$ cat src/sv/pvm_ram.sv
// ----------------------------------------------------------------------------
// pvm_ram
// Generic single-write, single-read RAM with registered read data.
// ----------------------------------------------------------------------------
module pvm_ram #(
	parameter int WIDTH = 16,
	parameter int DEPTH = 256
) (
	input  logic                     clk,
	input  logic                     we,
	input  logic [$clog2(DEPTH)-1:0] waddr,
	input  logic [WIDTH-1:0]         wdata,
	input  logic                     re,
	input  logic [$clog2(DEPTH)-1:0] raddr,
	output logic [WIDTH-1:0]         rdata
);

	logic [WIDTH-1:0] mem_q [DEPTH];
	logic [WIDTH-1:0] rdata_q;

	always_ff @(posedge clk) begin
		if (we) begin
			mem_q[waddr] <= wdata;
		end
		if (re) begin
			rdata_q <= mem_q[raddr];
		end
	end

	assign rdata = rdata_q;

endmodule

$ cat config.mk
export PLATFORM = sky130hd
export DESIGN_NAME = pvm_ram
export DESIGN_NICKNAME = d
export VERILOG_FILES = /design/src/sv/pvm_ram.sv
export SDC_FILE = /design/constraint.sdc
export NUM_CORES = 2
export LEC_CHECK = 0
export BUFFER_PORTS_ARGS = -buffer_cell sky130_fd_sc_hd__buf_2
export CORE_AREA = 5 5 594 596
export CTS_CLUSTER_DIAMETER = 50
export CTS_CLUSTER_SIZE = 8
export DETAILED_ROUTE_END_ITERATION = 10
export DIE_AREA = 0 0 599 601
export GPL_ROUTABILITY_DRIVEN = 0
export GPL_TIMING_DRIVEN = 0
export PLACE_DENSITY = 0.7
export SLEW_MARGIN = 20
export SYNTH_ARGS = -nofsm -noshare
export SYNTH_HDL_FRONTEND = slang
export SYNTH_SLANG_ARGS = --single-unit
$ cat constraint.sdc
create_clock -name clk -period 2.8 [get_ports clk]
set_input_delay 0.14 -clock clk [delete_from_list [all_inputs] [get_ports clk]]
set_output_delay 0.14 -clock clk [all_outputs]
set_load 0.02 [all_outputs]
==> results.md <==
* Met3 Use GR at 0.0993
* Slew Limit Headroom at 0.259
* Cell taking the most area after synthesis: edfxtp_1
* Clk pwr share at 0.454
* M2 GR Usage at 0.388
* Internal Pwr Total at around 0.11 W
* P&R area growth vs syn at 18.2%
* Synth warnings at 0
* Clock Skew at between 40 and 50 ps
* Total core area at 348000 µm²
* Routed Antenna Nets at 0
* Number of CTS-inserted buffers at slightly below 600
* Worst-Skew Late Latency at 940 ps
* Ys flop type: edfxtp_1
* Syn Area/Cell at between 20 and 25 µm²
* Share of cells above drive strength 1 at 0.315
* Synth area leaders: edfxtp_1 78%, mux4_2 11%, mux2i_1 3.6%, o221ai_1 1.4%, nor2_1 0.72%
* Vias at approximately 86000
* Die Wd at 599 µm
* Largest net degree at the start of global routing at 133
* CTS Sinks at between 4000 and 5000
* Final nets at 8303
* Setup violators final at 17
* Dpl hpwl at 323000 µm
* RR Endpoint: rdata[8]
* GRT met1 Usage at 0.340
* Mapped Cells at roughly 7400
* Hold Crit Endpoint: mem_q[213][2]
* Net Count, Synth at between 7000 and 8000
* Root buf cell: clkbuf_16
* CP required at approximately 3500 ps
* Final wirelength at ~490000 µm
* CTS clk-pin slew, worst paths at around 50 ps
* Worst Setup Start Kind: input port
* Reg2Reg Depth at 5
* Kind of critical path: in2reg
* Site Rows at roughly 220
* Reg2reg start: mem_q[19][8]
* Final worst-path cycle share at 1.13
* Worst endpoint data arrival time at about 3800 ps
* Crit. End Element: flop
* Cell area after layout at 188000 µm²
* Sw Share at 0.220
* First-pass GRT wire length at between 600000 and 700000 µm
* CP max stage cell: nand4b_1
* Pleak at roughly 60 nW
* Initial antenna violation count at 31
* Setup TNS at -3270 ps
* EDFF count, synth at ~4100
* Crit Path Max Fanout at 10
* Residual DRC at 0
* Sequential share of power at 0.489
* R2r setup slk at -110 ps
* # fillers at about 25000
* Worst-margin pin slew at about 1100 ps
* Endpoints failing hold at 0
* DRT Pass-1 Iters at 10
* WP buf/inv at 3
* Share of the synthesized area in the top cell type at 0.777
* Setup WS post-layout at -376 ps
* Post-synth ARST share at 0
* Post-layout min period at 3180 ps
* Layer with the highest usage: met2
* Register area share after synthesis at 0.777
* Hold Path Cell Cnt at 3
* Worst min path class: in2reg
* Clock buffer depth at 4
* Placed Area at ~170000 µm²
* Unrepaired setup endpoints after global routing: true
* #FFs+latches synth at 4112
* Synth Cell Area at about 160000 µm²
* Pwr Density at ~740 nW/µm²
* Crit-path cells: clkbuf_2, buf_2, nand4b_1, nor2_2, clkbuf_1, o21ai_0, nand4_1, nor4_4
* Run status: complete, but fails checks
* Die Ht at roughly 600 µm
* # port buffers at 40
* Die ar. at between 300000 and 400000 µm²
* Total track usage at 0.267
* Synth unique cells at between 50 and 60
* Hold_sp: waddr[6]
* Iter 0 DRT Violations at between 10000 and 15000
* Switching power at about 0.03 W
* WP depth at 8
* Violations in the final reports: negative setup slack
* Logic pwr share at 0.057
* Max_cap viols at 0
* Slowest stage delay, CP at a little over 600 ps
* Maximum vdd ir drop at 0.636 mV
* Routed length per instance at between 30 and 40 µm
* Fin. max-slew vios at 0
* TritonCTS clock tree: done
* DR vias/cell at ~6.6
* Fmax at ~310 MHz
* H-tree levels at 6
* Initial core utilization at 0.457
* Worst path top cell family by delay: buffers and inverters
* Grt ovf at 0
* Top Ports at 51
* Vias in the first global route at between 80000 and 90000
Yosys cell counts, types with 2 or more instances:
cell,n
a2111oi_0,6
a211oi_1,18
a21o_1,2
a21oi_1,175
a221oi_1,28
a22o_1,32
a22oi_1,43
a31oi_1,6
and3_1,11
and4_1,2
buf_1,27
buf_12,5
buf_2,76
buf_4,26
buf_6,77
buf_8,11
clkbuf_1,230
edfxtp_1,4112
inv_1,3
mux2_2,88
mux2i_1,565
mux4_2,797
nand2_1,38
nand2b_1,3
nand3_1,35
nand4_1,26
nand4b_1,3
nor2_1,304
nor2b_1,9
nor3_1,92
nor4_1,17
nor4bb_1,2
o21ai_0,37
o221ai_1,252
o22ai_1,148
o31ai_1,16
o32ai_1,20
or2_2,4
or3_1,2
flip-flops by register name, indices dropped and copies added, names as in the netlist:
signal  count
mem_q    4096
rdata      16
tightest hold or removal path, stage by stage:
cell and delay, ps:
buf_2 140, nand3_1 380, nor2_2 160
worst max path at each step:
stage	startpoint	end	slack, ps
after floorplan	raddr[0]	rdata[4]	410
after global placement	raddr[2]	rdata[1]	-4240
after detailed placement	raddr[3]	rdata[7]	-2860
after CTS	raddr[2]	rdata[11]	-100
after global routing	mem_q[22][8]	rdata[8]	-60
final	raddr[3]	rdata[3]	-380
timing repair:
item                                    in CTS  in global routing
hold buffers                                17                  0
cloned                                       0                  0
resized for setup                          347                136
endpoints found under the setup margin      28                 16
pin swaps                                   10                 21
hold endpoints to repair                  1726                  0
buffers inserted                             3                  0
cell type report:
cell class	instances	area, µm²	area share
sequential	4112	123000	0.658
multi-input combinational	2792	35100	0.187
clock buffer	609	15000	0.0799
tap	4599	5750	0.0307
timing repair buffer	313	4320	0.0230
buffer	452	3150	0.0168
clock inverter	56	861	0.00459
antenna	18	45.0	0.000240
inverter	4	21.3	0.000113
metrics by stage:
step	utilization	hold WS (ps)	std cells	setup slack, ps	power [W]
floorplan	-	239	7360	411	0.0726
global placement	0.474	551	12000	-4240	0.0763
detailed placement	0.489	528	12300	-2860	0.0765
CTS	0.539	21.5	12900	-96.7	0.139
global route	0.540	78.8	12900	-56.5	0.142
finish	0.540	60.1	13000	-376	0.139
metal layers:
metal  vias to the layer above  part of all wire  wire length (µm)
li1                      32900                 -                 -
met3                      1494              0.15             71000
met1                     44500              0.34            165000
met5                         -           0.00093               454
met4                        18             0.078             37900
met2                      7067              0.44            215000
power by group through the flow:
stage	Combinational [W]	Clock (W)	Sequential, W
after floorplan	0.00335	0	0.0693
after global placement	0.00680	0	0.0695
after detailed placement	0.00725	0	0.0692
after CTS	0.00760	0.0631	0.0681
after global routing	0.00799	0.0661	0.0680
final	0.00794	0.0631	0.0681
placed cells by master (no fill, tap or decap), drive strengths merged, types with 28 or more instances in the layout:
cell type,count
a21oi,175
a221oi,28
a22o,32
a22oi,43
buf,520
clkbuf,833
edfxtp,4112
inv,28
mux2,88
mux2i,565
mux4,797
nand2,38
nand3,35
nor2,304
nor3,92
o21ai,38
o221ai,253
o22ai,148
cell families after synthesis:
group           synth area share
mux                        0.155
compound gates            0.0353
buf+inv                   0.0169
simple gates              0.0157
flops                      0.777
(Power assumes the default switching activity.)
