===== src/sv/pvm_pkg.sv =====
// ----------------------------------------------------------------------------
// pvm_pkg
// Shared types and constants of the PCM voice mixer.
// ----------------------------------------------------------------------------
package pvm_pkg;

	localparam logic signed [15:0] PCM_MAX = 16'sh7FFF;
	localparam logic signed [15:0] PCM_MIN = 16'sh8000;

	typedef enum logic [1:0] {
		OP_LOAD = 2'd0,
		OP_PLAY = 2'd1,
		OP_TICK = 2'd2
	} op_t;

	typedef enum logic [2:0] {
		ST_IDLE,
		ST_PLAY,
		ST_TICK,
		ST_TICK_LAST,
		ST_DONE
	} state_t;

	// control of the shared saturating accumulator
	typedef struct packed {
		logic clear;
		logic add;
	} acc_ctrl_t;

endpackage


===== src/sv/pvm_sat_acc.sv =====
// ----------------------------------------------------------------------------
// pvm_sat_acc
// Shared 16-bit accumulator that saturates after every add.
// ----------------------------------------------------------------------------
module pvm_sat_acc (
	input  logic                     clk,
	input  pvm_pkg::acc_ctrl_t       ctrl,
	input  logic signed [15:0]       sample,
	output logic signed [15:0]       sum
);

	logic signed [15:0] sum_q;
	logic signed [16:0] wide;
	logic signed [15:0] sat;

	always_comb begin
		wide = {sum_q[15], sum_q} + {sample[15], sample};
		if (wide[16] != wide[15]) begin
			// overflow: clamp toward the sign of the true sum
			sat = wide[16] ? pvm_pkg::PCM_MIN : pvm_pkg::PCM_MAX;
		end else begin
			sat = wide[15:0];
		end
	end

	always_ff @(posedge clk) begin
		if (ctrl.clear) begin
			sum_q <= '0;
		end else if (ctrl.add) begin
			sum_q <= sat;
		end
	end

	assign sum = sum_q;

endmodule


===== config.mk =====
export PLATFORM = sky130hd
export DESIGN_NAME = pvm_sat_acc
export DESIGN_NICKNAME = d
export VERILOG_FILES = /design/src/sv/pvm_pkg.sv /design/src/sv/pvm_sat_acc.sv
export SDC_FILE = /design/constraint.sdc
export NUM_CORES = 1
export LEC_CHECK = 0
export BUFFER_PORTS_ARGS = -buffer_cell sky130_fd_sc_hd__buf_4
export CAP_MARGIN = 5
export CORE_MARGIN = 3
export CORE_UTILIZATION = 55
export CTS_BUF_LIST = sky130_fd_sc_hd__clkbuf_2
export CTS_CLUSTER_SIZE = 30
export DETAILED_ROUTE_END_ITERATION = 6
export PLACE_DENSITY = 0.82
export SETUP_SLACK_MARGIN = 0.02
export SLEW_MARGIN = 10
export SYNTH_ARGS = -nofsm -noshare
export SYNTH_HDL_FRONTEND = slang
export SYNTH_SLANG_ARGS = --single-unit

===== constraint.sdc =====
create_clock -name clk -period 3.45 [get_ports clk]
set_input_delay 0.5175 -clock clk [delete_from_list [all_inputs] [get_ports clk]]
set_output_delay 0.5175 -clock clk [all_outputs]
set_load 0.005 [all_outputs]

==> results.md <==
- H-Tree Depth: 1
- Final setup vio count: 0
- CP startpoint: sum[0]
- Count of input and output buffers: 34
- Sequential fraction of design power: 27.2%
- Hold slack: 0.475 ns
- Std-Cell Core Area: 2360 um2
- CTS tree: yes
- Worst setup skew after layout: 0.00677 ns
- Post-Place Setup Slack: 0.518 ns
- First-pass GRT wire length: about 5.6 mm
- Total detailed-routing wirelength: around 3.3 mm
- Sw frac: 42.0%
- Max stage delay on crit path: roughly 0.40 ns
- Reported net switching power: 377 uW
- DR iter-0 viols: 30
- Register-to-Register Path Depth: 11
- Met3 GRT Util: 5.43%
- Flops & latches, synth: 16
- RSZ-0062 raised after global routing: no
- Levels on crit path: 11
- Gpl congestion: about 0.9
- DPL Wire Length: 2.59 mm
- Width of the die: 57.4 um
- CP delay by family, top: adder cells
- Arrival time at the worst endpoint: 2.96 ns
- # diodes: 0
- Die height: approximately 57 um
- Met2 usage: 36.0%
- Cell chain of the critical path: ha_1 > inv_1 > fa_1 > nand2b_1 > a21oi_1 > o21ai_1 > o22ai_1 > a21oi_1 > buf_4 > maj3_1 > a211oi_1
- Fraction of layout instances using a drive strength above 1: 26.5%
- EDFF count, synth: 0
- Cell count after synthesis: between 150 and 200
- Syn Nets: between 200 and 250
- Setup Buffers After CTS: 0
- Share of synthesized area occupied by flip-flops and latches: 22.0%
- Routed WL per cell: approximately 14 um
- Residual DRC: 0
- Cts bufs inserted: 3
- Leak Pwr: between 0.7 and 0.8 nW
- Slowest-stage cell, CP: fa_1
- # Max-Cap Violations: 0
- Internal power: between 500 and 600 uW
- Post-DP Area: 1720 um2
- Slew at the pin closest to its max-slew limit: 0.405 ns
- Warnings, synthesis: 0
- Type of the most critical hold path: in -> reg
- Start point of the worst hold path: ctrl[1]
- Max FFs per register: 16
- Highest attainable clock frequency: 0.368 GHz
- Buffers & Inverters on Critical Path: 2
- Peak supply drop: 0.327 mV
- Crit Path Category: reg -> reg
- CTS hold repair buffers: 0
- Total Negative Setup Slacks: 0 ns
- Starting density of the core: about three fifths
- CTS sink count: 16
- Maximum buffer depth of the clock tree: 2
- Residual antenna-violating net count after detailed routing: 0
- Finished layout cell area: 1740 um2
- Post-cts resize count: 0
- Part of the cycle the worst path needs: 78.7%
- Crit end category: flip-flop
- Pin count of the biggest net entering global routing: 32
- Final count of pins violating max slew: 0
- Worst-path clk slew: between 0.15 and 0.2 ns
- Detailed Routing Iterations Pass 1: 4
- Min Clock Period, post-route: roughly 2.7 ns
- Count of endpoints failing hold in the final timing report: 0
- Worst r2r src: sum[0]
- Most common library cell in the layout ignoring fill and taps: buf_4
- Final Worst Setup Slack: about 0.74 ns
- Top FF cell, synth: dfxtp_1
- Final #Nets: 241
- Antenna violations before repair: 0
- Async set or reset register ratio after synthesis: 0%
- Number of placed I/O pins: 35
- Area of the die: 3290 um2
- Combined global-route utilization of all metal layers: between 20% and 30%
- Distinct cells, synth: 37
- Post-layout total power: 897 uW
- Global-route met1 utilization: 25.1%
- Vias in the first global route: 1327
- Clock Latency Late Sink: 0.32 ns
- Critical path launch point type: flip-flop
- Most used cell, CP: a21oi_1
- Clock root buffer: clkbuf_2
- Number of cells on the worst hold path: 2
- Via Count: 1361
- Max FO, Critical Path: 16
- Global routing's busiest layer: met2
- Clk network pwr share: 10.3%
- Commonest cells after routing, fill and taps aside: buf_4 (36), nor2_1 (22), a211oi_1 (17)
- Fillcell total: 197
- Cell area after synthesis: 1450 um2
- Synthesis-to-finish area growth: 19.9%
- Status: complete, no violations
- Number of standard-cell rows in the floorplan: 17
- Pwr/cell area: just over 500 nW/um2
- Relative slew slack: 72.8%
- Global-route congestion overflow total: 0
- Average vias per placed instance: slightly below 6
- Synthesized area per cell: 8.49 um2
- CP Data Required Time: ~3.7 ns
- Combinational share of power: 62.5%
-- cells by family (layout without fill, tap and decap cells) --
| kind of cell | after synthesis | in the layout | share of synthesized area [%] |
|---|---|---|---|
| AO/OA/AOI/OAI | 50 | 50 | 24.0 |
| XOR/XNOR | 14 | 14 | 8.96 |
| adder cells (fa/ha/maj) | 32 | 32 | 26.4 |
| buffers and inverters | 12 | 45 | 3.70 |
| flip-flops | 16 | 16 | 22.1 |
| multiplexers | 1 | 1 | 0.689 |
| AND/OR/NAND/NOR | 46 | 46 | 14.2 |
-- metal layers --
| metal | part of all wire (%) | vias to the layer above |
|---|---|---|
| met4 | 1.7 | 0 |
| met5 | 0 | - |
| li1 | - | 691 |
| met1 | 46 | 626 |
| met3 | 5.5 | 9 |
| met2 | 47 | 35 |
-- final timing paths --
check	endpoint	slack, ns
worst max-delay path	sum[7]	0.74
worst min-delay path	sum[6]	0.48
worst max register to register	sum[7]	0.74
worst min register to register	sum[13]	0.52
-- through the flow --
step,utilization (%),std cells
6_report,73.8,232
4_1_cts,73.8,232
5_1_grt,73.8,232
3_5_place_dp,73.0,228
2_1_floorplan,-,171
3_3_place_gp,73.0,228
-- area by class of cell --
| class | count | area (um2) | share of cell area, % |
|---|---|---|---|
| Timing Repair Buffer | 36 | 270 | 15.5 |
| Clock buffer | 3 | 15.0 | 0.862 |
| Sequential cell | 16 | 320 | 18.4 |
| Clock inverter | 1 | 3.75 | 0.216 |
| Tap cell | 28 | 35.0 | 2.01 |
| Multi-Input combinational cell | 143 | 1080 | 61.9 |
| Inverter | 5 | 18.8 | 1.08 |
-- Yosys cell counts, types with 2 or more instances --
cell | n | share of area, %
a211oi_1 | 17 | 8.8
a21o_1 | 3 | 1.6
a21oi_1 | 15 | 5.2
and2_1 | 2 | 0.86
clkbuf_1 | 4 | 1.0
dfxtp_1 | 16 | 22
ha_1 | 16 | 14
inv_1 | 5 | 1.3
maj3_1 | 5 | 3.4
maj3_2 | 10 | 7.8
nand2_1 | 9 | 2.3
nand2b_1 | 3 | 1.3
nand3_1 | 3 | 1.0
nor2_1 | 22 | 5.7
nor2b_1 | 2 | 0.86
nor3_1 | 2 | 0.69
o211ai_2 | 2 | 1.7
o21ai_0 | 5 | 1.7
xnor2_1 | 6 | 3.6
xor2_1 | 7 | 4.2
-- power by group through the flow --
stage	sequential (mW)	clock, mW	combinational, mW
floorplan	0.246	0	0.416
global placement	0.246	0	0.541
detailed placement	0.248	0	0.555
CTS	0.244	0.0946	0.559
global route	0.249	0.104	0.614
finish	0.244	0.0926	0.560
Note: power is estimated with default switching activity, not from simulation.
